<file path="src/hw/rtl/path_parent_segment_resolver_macros.svh">
// Assertion helpers for the path resolver.
`ifndef PATH_PARENT_SEGMENT_RESOLVER_MACROS_SVH
`define PATH_PARENT_SEGMENT_RESOLVER_MACROS_SVH

// Check that cons holds in the same cycle as ante.
`define PSR_ASSERT_NOW(label, ante, cons) \
  label: assert property (@(posedge clk) disable iff (rst) (ante) |-> (cons)) \
    else $error("path resolver check failed");

// Check that cons holds in the cycle after ante.
`define PSR_ASSERT_NEXT(label, ante, cons) \
  label: assert property (@(posedge clk) disable iff (rst) (ante) |=> (cons)) \
    else $error("path resolver check failed");

`endif

</file>
<file path="src/hw/rtl/psr_pkg.sv">
package psr_pkg;

  localparam int MAX_LEN = 64;
  localparam int ADDR_W  = $clog2(MAX_LEN);
  localparam int CNT_W   = $clog2(MAX_LEN + 1);
  localparam int UNIT_W  = 16;

  localparam logic [UNIT_W-1:0] UNIT_BACKSLASH = 16'h005C;
  localparam logic [UNIT_W-1:0] UNIT_SLASH     = 16'h002F;
  localparam logic [UNIT_W-1:0] UNIT_DOT       = 16'h002E;

  typedef struct packed {
    logic [UNIT_W-1:0] code_unit;
    logic              last_unit;
  } item_t;

  typedef struct packed {
    logic [UNIT_W-1:0] out_unit;
    logic              out_last;
    logic              path_empty;
    logic              overflow_flag;
    logic              underflow_flag;
  } result_t;

  // Per-result tags that travel beside the buffer read data.
  typedef struct packed {
    logic last;
    logic empty;
    logic ovf;
    logic unf;
  } tag_t;

endpackage

</file>
<file path="src/hw/rtl/psr_ram.sv">
module psr_ram #(
  parameter int WIDTH = 16,
  parameter int DEPTH = 64
) (
  input  logic                     clk,
  input  logic                     we,
  input  logic [$clog2(DEPTH)-1:0] waddr,
  input  logic [WIDTH-1:0]         wdata,
  input  logic                     re,
  input  logic [$clog2(DEPTH)-1:0] raddr,
  output logic [WIDTH-1:0]         rdata
);

  logic [WIDTH-1:0] mem [DEPTH];

  always_ff @(posedge clk) begin
    if (we) begin
      mem[waddr] <= wdata;
    end
  end

  // Hold read data until the next read.
  always_ff @(posedge clk) begin
    if (re) begin
      rdata <= mem[raddr];
    end
  end

endmodule

</file>
<file path="src/hw/rtl/path_parent_segment_resolver.sv">
// Path resolver: takes one UTF-16 code unit of a path per cycle while
// item_stall is low, turns backslashes into slashes and, while
// resolve_parents is 1, removes every segment that is exactly ".." and is
// closed by a separator, together with the segment before it. The path is
// built in a 64-entry buffer; a unit that finds it full is dropped and sets
// overflow_flag, and a ".." with nothing to remove (or that would remove the
// root slash) is dropped and sets underflow_flag. Results appear only after
// the unit marked last_unit: the buffer is then emitted one result per cycle
// while result_stall is low, out_last on the final one, and an empty path
// yields a single result with path_empty set. After a last unit the request
// side is stalled while the n stored units are read out through the single
// buffer read port, and for longer while result_stall keeps the result
// pipeline full. A two-entry result pipeline (buffer read register and
// output register) lets the next path start while the tail of the previous
// one still waits on result_stall. resolve_parents resets to 1 and may be
// rewritten between units; each unit uses the value in force when taken.
`include "path_parent_segment_resolver_macros.svh"

module path_parent_segment_resolver (
  input  logic              clk,
  input  logic              rst,
  input  logic              cfg_write,
  input  logic              cfg_data,
  input  logic              item_valid,
  output logic              item_stall,
  input  psr_pkg::item_t    item,
  output logic              result_valid,
  input  logic              result_stall,
  output psr_pkg::result_t  result
);

  // Path state
  logic                       resolve_parents;
  logic [psr_pkg::CNT_W-1:0]  write_cursor, write_cursor_next;
  logic [psr_pkg::CNT_W-1:0]  stack_count, stack_count_next;
  logic [1:0]                 dot_count, dot_count_next;
  logic                       non_dot, non_dot_next;
  logic                       ovf, ovf_next;
  logic                       unf, unf_next;
  // Cached top two separator positions; the stack RAM holds all entries.
  logic [psr_pkg::ADDR_W-1:0] top, top_next;
  logic [psr_pkg::ADDR_W-1:0] second, second_next;
  logic                       second_pend, second_pend_next;

  // Drain state
  logic [psr_pkg::CNT_W-1:0]  rd_idx, rd_idx_next;
  logic [psr_pkg::CNT_W-1:0]  drain_len, drain_len_next;
  psr_pkg::tag_t              drain_tag, drain_tag_next;
  psr_pkg::tag_t              issue_tag;
  logic                       s1_valid;
  psr_pkg::tag_t              s1_tag;

  // Memory ports
  logic                       buf_we;
  logic [psr_pkg::ADDR_W-1:0] buf_waddr;
  logic [psr_pkg::UNIT_W-1:0] buf_wdata;
  logic                       buf_re;
  logic [psr_pkg::UNIT_W-1:0] buf_rdata;
  logic                       sep_we;
  logic                       sep_re;
  logic [psr_pkg::ADDR_W-1:0] sep_raddr;
  logic [psr_pkg::ADDR_W-1:0] sep_rdata;

  // Per-request decode
  logic                       accept;
  logic                       draining;
  logic                       is_sep;
  logic                       is_parent;
  logic                       pop;
  logic                       has_room;
  logic [psr_pkg::CNT_W-1:0]  seg_start;
  logic [psr_pkg::ADDR_W-1:0] second_eff;
  logic                       issue;
  logic                       s1_move;

  assign draining   = (rd_idx != drain_len);
  assign item_stall = draining;
  assign accept     = item_valid && !item_stall;

  assign is_sep = (item.code_unit == psr_pkg::UNIT_BACKSLASH) ||
                  (item.code_unit == psr_pkg::UNIT_SLASH);
  assign has_room = (write_cursor < psr_pkg::CNT_W'(psr_pkg::MAX_LEN));
  assign seg_start = (stack_count != '0) ?
                     ({1'b0, top} + psr_pkg::CNT_W'(1)) : '0;
  assign is_parent = resolve_parents && (dot_count == 2'd2) && !non_dot &&
                     (write_cursor == seg_start + psr_pkg::CNT_W'(2));
  assign pop = accept && is_sep && is_parent;

  // Use the refill data in the cycle it lands.
  assign second_eff = second_pend ? sep_rdata : second;

  // Buffer write: the unit itself, or a slash for a kept separator.
  assign buf_we    = accept && has_room && !(is_sep && is_parent);
  assign buf_waddr = write_cursor[psr_pkg::ADDR_W-1:0];
  assign buf_wdata = is_sep ? psr_pkg::UNIT_SLASH : item.code_unit;

  // Stack push on a kept separator; refill the second entry after a pop.
  assign sep_we    = accept && is_sep && !is_parent && has_room;
  assign sep_re    = pop && (stack_count > psr_pkg::CNT_W'(2));
  assign sep_raddr = psr_pkg::ADDR_W'(stack_count - psr_pkg::CNT_W'(3));

  always_comb begin
    write_cursor_next = write_cursor;
    stack_count_next  = stack_count;
    dot_count_next    = dot_count;
    non_dot_next      = non_dot;
    ovf_next          = ovf;
    unf_next          = unf;
    top_next          = top;
    second_next       = second_pend ? sep_rdata : second;
    second_pend_next  = 1'b0;
    drain_len_next    = drain_len;
    drain_tag_next    = drain_tag;

    if (accept) begin
      if (is_sep) begin
        dot_count_next = '0;
        non_dot_next   = 1'b0;
        if (is_parent) begin
          if (stack_count == '0) begin
            write_cursor_next = '0;
            unf_next          = 1'b1;
          end else if (stack_count == psr_pkg::CNT_W'(1)) begin
            if (top == '0) begin
              // keep the root slash
              write_cursor_next = psr_pkg::CNT_W'(1);
              unf_next          = 1'b1;
            end else begin
              write_cursor_next = '0;
              stack_count_next  = '0;
            end
          end else begin
            write_cursor_next = {1'b0, second_eff} + psr_pkg::CNT_W'(1);
            stack_count_next  = stack_count - psr_pkg::CNT_W'(1);
            top_next          = second_eff;
            second_pend_next  = sep_re;
          end
        end else if (has_room) begin
          top_next          = write_cursor[psr_pkg::ADDR_W-1:0];
          second_next       = top;
          stack_count_next  = stack_count + psr_pkg::CNT_W'(1);
          write_cursor_next = write_cursor + psr_pkg::CNT_W'(1);
        end else begin
          ovf_next = 1'b1;
        end
      end else begin
        if (item.code_unit == psr_pkg::UNIT_DOT) begin
          if (dot_count != 2'd3) begin
            dot_count_next = dot_count + 2'd1;
          end
        end else begin
          non_dot_next = 1'b1;
        end
        if (has_room) begin
          write_cursor_next = write_cursor + psr_pkg::CNT_W'(1);
        end else begin
          ovf_next = 1'b1;
        end
      end

      if (item.last_unit) begin
        // Hand the finished path to the drain and clear the path state.
        drain_len_next      = (write_cursor_next == '0) ?
                              psr_pkg::CNT_W'(1) : write_cursor_next;
        drain_tag_next.last  = 1'b0;
        drain_tag_next.empty = (write_cursor_next == '0);
        drain_tag_next.ovf   = ovf_next;
        drain_tag_next.unf   = unf_next;
        write_cursor_next    = '0;
        stack_count_next     = '0;
        dot_count_next       = '0;
        non_dot_next         = 1'b0;
        ovf_next             = 1'b0;
        unf_next             = 1'b0;
        second_pend_next     = 1'b0;
      end
    end
  end

  // Drain: advance a read when the read register is free or moving on.
  assign s1_move = s1_valid && (!result_valid || !result_stall);
  assign issue   = draining && (!s1_valid || s1_move);
  assign buf_re  = issue;

  // Tag for the read being issued; mark the final unit of the path.
  always_comb begin
    issue_tag      = drain_tag;
    issue_tag.last = (rd_idx + psr_pkg::CNT_W'(1) == drain_len);
  end

  always_comb begin
    rd_idx_next = rd_idx;
    if (accept && item.last_unit) begin
      rd_idx_next = '0;
    end else if (issue) begin
      rd_idx_next = rd_idx + psr_pkg::CNT_W'(1);
    end
  end

  always_ff @(posedge clk) begin
    if (rst) begin
      resolve_parents <= 1'b1;
    end else if (cfg_write) begin
      resolve_parents <= cfg_data;
    end
  end

  always_ff @(posedge clk) begin
    if (rst) begin
      write_cursor <= '0;
      stack_count  <= '0;
      dot_count    <= '0;
      non_dot      <= 1'b0;
      ovf          <= 1'b0;
      unf          <= 1'b0;
      second_pend  <= 1'b0;
      rd_idx       <= '0;
      drain_len    <= '0;
      s1_valid     <= 1'b0;
      result_valid <= 1'b0;
    end else begin
      write_cursor <= write_cursor_next;
      stack_count  <= stack_count_next;
      dot_count    <= dot_count_next;
      non_dot      <= non_dot_next;
      ovf          <= ovf_next;
      unf          <= unf_next;
      second_pend  <= second_pend_next;
      rd_idx       <= rd_idx_next;
      drain_len    <= drain_len_next;
      if (issue) begin
        s1_valid <= 1'b1;
      end else if (s1_move) begin
        s1_valid <= 1'b0;
      end
      if (s1_move) begin
        result_valid <= 1'b1;
      end else if (result_valid && !result_stall) begin
        result_valid <= 1'b0;
      end
    end
  end

  // Payload registers
  always_ff @(posedge clk) begin
    top       <= top_next;
    second    <= second_next;
    drain_tag <= drain_tag_next;
    if (issue) begin
      s1_tag <= issue_tag;
    end
    if (s1_move) begin
      result.out_unit       <= s1_tag.empty ? '0 : buf_rdata;
      result.out_last       <= s1_tag.last;
      result.path_empty     <= s1_tag.empty;
      result.overflow_flag  <= s1_tag.ovf;
      result.underflow_flag <= s1_tag.unf;
    end
  end

  psr_ram #(
    .WIDTH(psr_pkg::UNIT_W),
    .DEPTH(psr_pkg::MAX_LEN)
  ) u_out_buffer (
    .clk  (clk),
    .we   (buf_we),
    .waddr(buf_waddr),
    .wdata(buf_wdata),
    .re   (buf_re),
    .raddr(rd_idx[psr_pkg::ADDR_W-1:0]),
    .rdata(buf_rdata)
  );

  psr_ram #(
    .WIDTH(psr_pkg::ADDR_W),
    .DEPTH(psr_pkg::MAX_LEN)
  ) u_sep_stack (
    .clk  (clk),
    .we   (sep_we),
    .waddr(stack_count[psr_pkg::ADDR_W-1:0]),
    .wdata(write_cursor[psr_pkg::ADDR_W-1:0]),
    .re   (sep_re),
    .raddr(sep_raddr),
    .rdata(sep_rdata)
  );

  // Every stacked separator sits below the cursor.
  `PSR_ASSERT_NOW(a_stack_below_cursor, 1'b1, stack_count <= write_cursor)
  // A stack refill is never overtaken by another pop.
  `PSR_ASSERT_NOW(a_no_pop_during_refill, second_pend, !pop)
  // The drain never reads past the stored path.
  `PSR_ASSERT_NOW(a_drain_in_range, 1'b1, rd_idx <= drain_len)
  // A buffer read always lands in the read register.
  `PSR_ASSERT_NEXT(a_issue_fills_s1, issue, s1_valid)

endmodule

</file>
<file path="config.mk">
export PLATFORM = sky130hd
export DESIGN_NAME = path_parent_segment_resolver
export DESIGN_NICKNAME = d
export VERILOG_FILES = /design/src/hw/rtl/psr_pkg.sv /design/src/hw/rtl/psr_ram.sv /design/src/hw/rtl/path_parent_segment_resolver.sv
export VERILOG_INCLUDE_DIRS = /design/src /design/src/hw/rtl
export SDC_FILE = /design/constraint.sdc
export NUM_CORES = 2
export LEC_CHECK = 0
export BUFFER_PORTS_ARGS = -buffer_cell sky130_fd_sc_hd__clkbuf_2
export CORE_AREA = 2 2 409 411
export DETAILED_ROUTE_END_ITERATION = 8
export DIE_AREA = 0 0 411 413
export HOLD_SLACK_MARGIN = 0.03
export PLACE_DENSITY = 0.48
export SYNTH_ARGS = -nofsm -noshare
export SYNTH_HDL_FRONTEND = slang
export SYNTH_SLANG_ARGS = --single-unit
export TNS_END_PERCENT = 10
</file>
<file path="constraint.sdc">
create_clock -name clk -period 11.6 [get_ports clk]
set_input_delay 2.32 -clock clk [delete_from_list [all_inputs] [get_ports clk]]
set_output_delay 2.32 -clock clk [all_outputs]
set_load 0.02 [all_outputs]
</file>
Yosys cells after proc, flatten, opt, wreduce, memory -nomap -nowiden --
Memory sizes are Yosys's and may differ from the RTL's. A register that Yosys moved wholly into a read port is not among the register bits. Index checks and enable logic that the tools add are counted.
Cells by class: mux-type cells 52, order comparisons 2, equal/unequal tests 14, div/mod/pow operators 0, bitwise gates (word level) 3, $mul 0, $add $sub $neg 9, reductions and logical operators 44, shifts and indexed selects 0
Operator list (number):
- 7-bit two-way mux | 16
- 6-bit two-way mux | 9
- 16-bit by 6-bit == test with 1-bit output, second input constant | 2
- 1-bit two-way mux | 22
- 7-bit by 1-bit adder with 7-bit output, second input constant | 3
- 16-bit by 7-bit == test with 1-bit output, second input constant | 1
- 1-bit logical AND | 16
- 16-bit two-way mux | 1
- 6-bit by 1-bit adder with 7-bit output, second input constant | 2
- 7-bit == test | 2
- 7-bit logical NOT | 2
- 5-bit AND reduction | 2
- 3-bit nonzero test | 3
- 2-bit two-way mux | 4
- 2-bit nonzero test | 4
- 7-bit by 2-bit adder with 7-bit output, second input constant | 1
- 7-bit by 1-bit == test with 1-bit output, second input constant | 1
- 7-bit by 2-bit > comparator with 1-bit output, second input constant | 1
- 1-bit logical NOT | 7
- 7-bit less-than comparator, second input constant | 1
- 7-bit != test | 1
- 7-bit nonzero test | 1
- 7-bit OR reduction | 1
- 7-bit by 1-bit subtractor with 7-bit output, second input constant | 1
- other kinds (12) | 20
Storage, ports and cells: latch bits 0, output and inout bits 22, word-level logic and storage cells 152, bits in registers 76, bits in writable memories 1408, memories kept 2, ROM bits 0, input bits 23
Memory list:
- u_out_buffer.mem | depth 64, width 16, read ports 1, clocked after Yosys merged registers in 1, write ports 1, RTL line psr_ram.sv:14 | logic [WIDTH-1:0] mem [DEPTH];
- u_sep_stack.mem | depth 64, width 6, read ports 1, clocked after Yosys merged registers in 1, write ports 1, RTL line psr_ram.sv:14

Longest topological paths before layout --
depth in word-level cells 10, gate-level depth with buffers 20, depth with buffers taken out 15

Modules after synthesis --
Synthesis repeated with hierarchy kept, for this count alone.
Second synthesis, totals: cell total of the unflattened synthesis 3040, area total of the unflattened synthesis 60056.3 µm²
Modules (own cells, without submodules):
- psr_ram at u_out_buffer | area an instance 40202.3 µm², sequential area each 31230.0 µm², cells each 1829, instances 1
- psr_ram at u_sep_stack | area an instance 15285.9 µm², sequential area each 11711.2 µm², cells each 720, instances 1
- path_parent_segment_resolver | area an instance 4568.1 µm², sequential area each 1851.8 µm², cells each 491, instances 1

Least setup slack after synthesis --
Ideal clock, no wire load.
kind flip-flop to flip-flop, start point register stack_count[0] (netlist name), end point memory u_out_buffer.mem[39][0] (enable), clock period less this slack 5.898 ns, data required time 11.170 ns, path slack 5.702 ns, setup time 0.430 ns, path buffers 4, arrival time 5.468 ns, cell stages (with the launch flop) 20, cell sequence dfxtp_1 > clkbuf_1 > clkbuf_1 > buf_1 > inv_1 > ha_1 > nor3b_1 > and2_1 > buf_4 > nor2_1 > ha_1 > nand2_1 > mux2i_1 > mux2_2 > o211a_1 > nor2_1 > nor4_4 > nand2_1 > nand3_1 > nor4_1
Between the ends: cells in the longest elaborated chain, start to end 10
Ends and longest elaborated chain:
- start: declaration | RTL line path_parent_segment_resolver.sv:35 | logic [psr_pkg::CNT_W-1:0] stack_count, stack_count_next;
- start signal: assignment | RTL line path_parent_segment_resolver.sv:223 | stack_count <= stack_count_next;
- 7-bit nonzero test | RTL line path_parent_segment_resolver.sv:83 | assign seg_start = (stack_count != '0) ?
- 7-bit two-way mux | RTL line path_parent_segment_resolver.sv:83
- 7-bit by 2-bit adder with 7-bit output | RTL line path_parent_segment_resolver.sv:86 | (write_cursor == seg_start + psr_pkg::CNT_W'(2));
- 7-bit == test | RTL line path_parent_segment_resolver.sv:86
- 1-bit logical AND | RTL line path_parent_segment_resolver.sv:85 | assign is_parent = resolve_parents && (dot_count == 2'd2) && !non_dot &&
- 1-bit logical AND | RTL line path_parent_segment_resolver.sv:93 | assign buf_we = accept && has_room && !(is_sep && is_parent);
- 1-bit logical NOT | RTL line path_parent_segment_resolver.sv:93
- 1-bit logical AND | RTL line path_parent_segment_resolver.sv:93
- 1-bit two-way mux | RTL line psr_ram.sv:17 | if (we) begin
- 1-bit two-way mux (implied by the code) | RTL line psr_ram.sv:18 | mem[waddr] <= wdata;
- end: declaration | RTL line psr_ram.sv:14
Every way passes these cells.

Worst setup path after layout --
start point register rd_idx[0] (netlist name), end point output item_stall
Between the ends: cells in the longest elaborated chain, start to end 1
Ends and longest elaborated chain:
- start: declaration | RTL line path_parent_segment_resolver.sv:46 | logic [psr_pkg::CNT_W-1:0] rd_idx, rd_idx_next;
- start signal: assignment | RTL line path_parent_segment_resolver.sv:229 | rd_idx <= rd_idx_next;
- 7-bit != test | RTL line path_parent_segment_resolver.sv:76 | assign draining = (rd_idx != drain_len);
- end: declaration | RTL line path_parent_segment_resolver.sv:25 | output logic item_stall,
Every way passes these cells.

==> results.json <==
{
  "fin_cells": 5185,
  "ant_nets": 0,
  "top_level_ports": 45,
  "switchingPower_mw": 3.60,
  "syn_inst": 2715,
  "row_count": 150,
  "critPathLaunchType": "flop",
  "dieArea_um2": 170000,
  "seq_area_frac_synth_pct": 75.5,
  "swShare_pct": 26.2,
  "hold_viol": 0,
  "timing.final.crit_share_pct": 50.2,
  "power.density_nw_per_um2": 203,
  "tns_ns": 0,
  "cts_setup_buffers": 0,
  "p_comb_share_pct": 17.5,
  "ys_types": 69,
  "wl_per_cell_um": 29.7,
  "drv_slew": 0,
  "antenna_found_initial": 7,
  "synth_area_leader_cell": "edfxtp_1",
  "worstHoldPathType": "flop to flop",
  "cp.required_ns": 9.28,
  "tightest_slew_ns": 1.16,
  "gp_congestion": 0.795,
  "synth.avg_cell_area_um2": 21.8,
  "core_um2": 166000,
  "dp_worst_setup_slack_ns": 5.16,
  "rsz0062_at_grt": "no",
  "status": "completed",
  "rrSetupSlack_ns": 5.94,
  "critical_path.max_fanout": 43,
  "numCtsBuffers": 162,
  "criticalPathCategory": "flop to output port",
  "fin_ws_ns": 5.78,
  "final_core_util_pct": 40.8,
  "clock_latency_ns": 0.80,
  "cts.sinks": 1506,
  "yosysTopAreaCellShare_pct": 74.1,
  "grt_overflow_total": 0,
  "cts_buffer_depth": 3,
  "drc": 0,
  "cts-htree-levels": 4,
  "synth_edf_count": 1463,
  "grt_max_degree": 100,
  "ir_drop_uv": 234,
  "power_frac_clock_pct": 36.9,
  "portBuffers": 44,
  "max-cap-violations": 0,
  "dr.pass1.iters": 5,
  "whs_ns": 0.433,
  "die_w_um": 411,
  "skew_ns": 0.0378,
  "vias": 28000,
  "drt-total-wl_um": 154000,
  "finalPower_mw": 13.7,
  "syn-num-nets": 2751,
  "cts_tree": "done",
  "finalCriticalPeriod_ns": 5.82,
  "num-fill-cells": 14400,
  "place_area_um2": 62600,
  "root_buffer": "clkbuf_16",
  "track_usage_pct": 18.3,
  "slew_headroom_pct": 21.7,
  "grt_pass1_wl_um": 220000,
  "ff_latch_area_um2": 44800,
  "crit_arrival_ns": 3.50,
  "synth_flop_cell": "edfxtp_1",
  "layout-drive-gt1-share_pct": 30.6,
  "grt_pass1_vias": 29200,
  "setup_viol": 0,
  "cts.hold.buffers_added": 0,
  "area_growth_pct": 14.2,
  "synth_area_leaders": "edfxtp_1 74%, mux4_2 17%, dfxtp_1 1.5%",
  "clkTransAtPathRegs_ns": 0.06,
  "synth_area_um2": 59300,
  "cts.repair.resized": 0,
  "async_flop_share_pct": 0,
  "yosysWarningCount": 0,
  "fp.dieH_um": 413,
  "max_clock_freq_mhz": 172,
  "dp_hpwl_um": 92500,
  "worstSetupEndpointType": "output port",
  "share_seq_of_total_power_pct": 45.7,
  "multi_input_area_um2": 14000,
  "detail_route.iter0.violations": 2837,
  "vias_per_cell": 5.40,
  "post-route-cell-area_um2": 67700,
  "power_leakage_nw": 20.9,
  "initial_core_util_pct": 35.7,
  "dp.cells": 4896,
  "intPower_mw": 10.1,
  "ys_ff_latch": 1506,
  "final_nets": 2892
}
==> flip-flops by register name, indices dropped and copies added (netlist names), 2 cells and up <==
name,flops
dot_count,2
drain_len,7
drain_tag,3
rd_idx,7
result,20
s1_tag,4
second,6
stack_count,7
top,6
u_out_buffer.mem,1024
u_out_buffer.rdata,16
u_sep_stack.mem,384
u_sep_stack.rdata,6
write_cursor,7
==> placed cells by master, fill, tap and decap left out, types with 14 or more instances in the layout <==
cell type  instances
a21oi_1           18
buf_4             97
bufinv_16         15
clkbuf_1          35
clkbuf_16        165
clkbuf_2          44
clkinv_1          31
clkinv_2          20
dfxtp_1           32
edfxtp_1        1463
mux2_2            28
mux2i_1           20
mux4_2           456
nand2_1           44
nand3_1           23
nor2_1           165
nor2_2            14
nor2b_1           21
nor3_1            14
o21ai_0           22
xnor2_1           16
xor2_1            19
==> final timing paths <==
path,depth (start not counted),end,start
max,5,item_stall,rd_idx[0]
min,0,result[3],s1_tag[3]
max reg2reg,16,u_out_buffer.mem[46][7],stack_count[1]
min reg2reg,0,result[3],s1_tag[3]
==> power groups by stage <==
stage               Clock (mW)  Combinational, mW  Sequential (mW)
CTS                       5.18               2.47             6.28
global placement             0               2.45             6.39
detailed placement           0               2.47             6.39
global route              5.39               2.54             6.29
finish                    5.06               2.40             6.27
floorplan                    0               1.59             6.32
==> metal layers <==
| metal | track usage (%) | wire [µm] | vias to the layer above |
|---|---|---|---|
| met5 | 0 | 27 | - |
| met4 | 4.58 | 3120 | 4 |
| met3 | 3.14 | 7150 | 203 |
| met2 | 30.7 | 77400 | 779 |
| met1 | 24.7 | 66400 | 15400 |
| li1 | - | - | 11700 |
==> Yosys cell counts, types with 12 or more instances <==
| library cell | n |
|---|---|
| xor2_1 | 19 |
| o21ai_0 | 22 |
| inv_1 | 12 |
| nand4_1 | 12 |
| nand2_1 | 44 |
| nor3_1 | 20 |
| clkbuf_1 | 115 |
| a21oi_1 | 19 |
| xnor2_1 | 18 |
| nand3_1 | 23 |
| nor2_1 | 179 |
| mux4_2 | 456 |
| dfxtp_1 | 43 |
| buf_1 | 40 |
| mux2_2 | 28 |
| nor2b_1 | 24 |
| mux2i_1 | 20 |
| ha_1 | 13 |
| edfxtp_1 | 1463 |
==> critical path, stage by stage, from the launching register on <==
cell      delay, ns
dfxtp_4        0.93
xor2_1         0.19
or4_4          0.58
nor4_4         0.53
inv_1          0.22
clkbuf_2       0.21
==> cell families after synthesis <==
group / synth area share, %
DFF: 75.5
muxes: 18.2
and+or+nand+nor: 3.27
buffers and inverters: 1.16
AOI/OAI and AO/OA: 0.985
xor gates and xnor gates: 0.574
adders and majority gates: 0.274
==> area by class of cell <==
type | instances | area share, %
Antenna cell | 1 | 0.00369
Clock buffer | 202 | 6.33
Clock inverter | 86 | 1.32
Inverter | 12 | 0.0665
Multi-Input combinational cell | 1032 | 20.6
Sequential cell | 1506 | 66.2
Tap cell | 2204 | 4.07
Timing Repair Buffer | 142 | 1.43
Power figures use the tool's default switching activity.
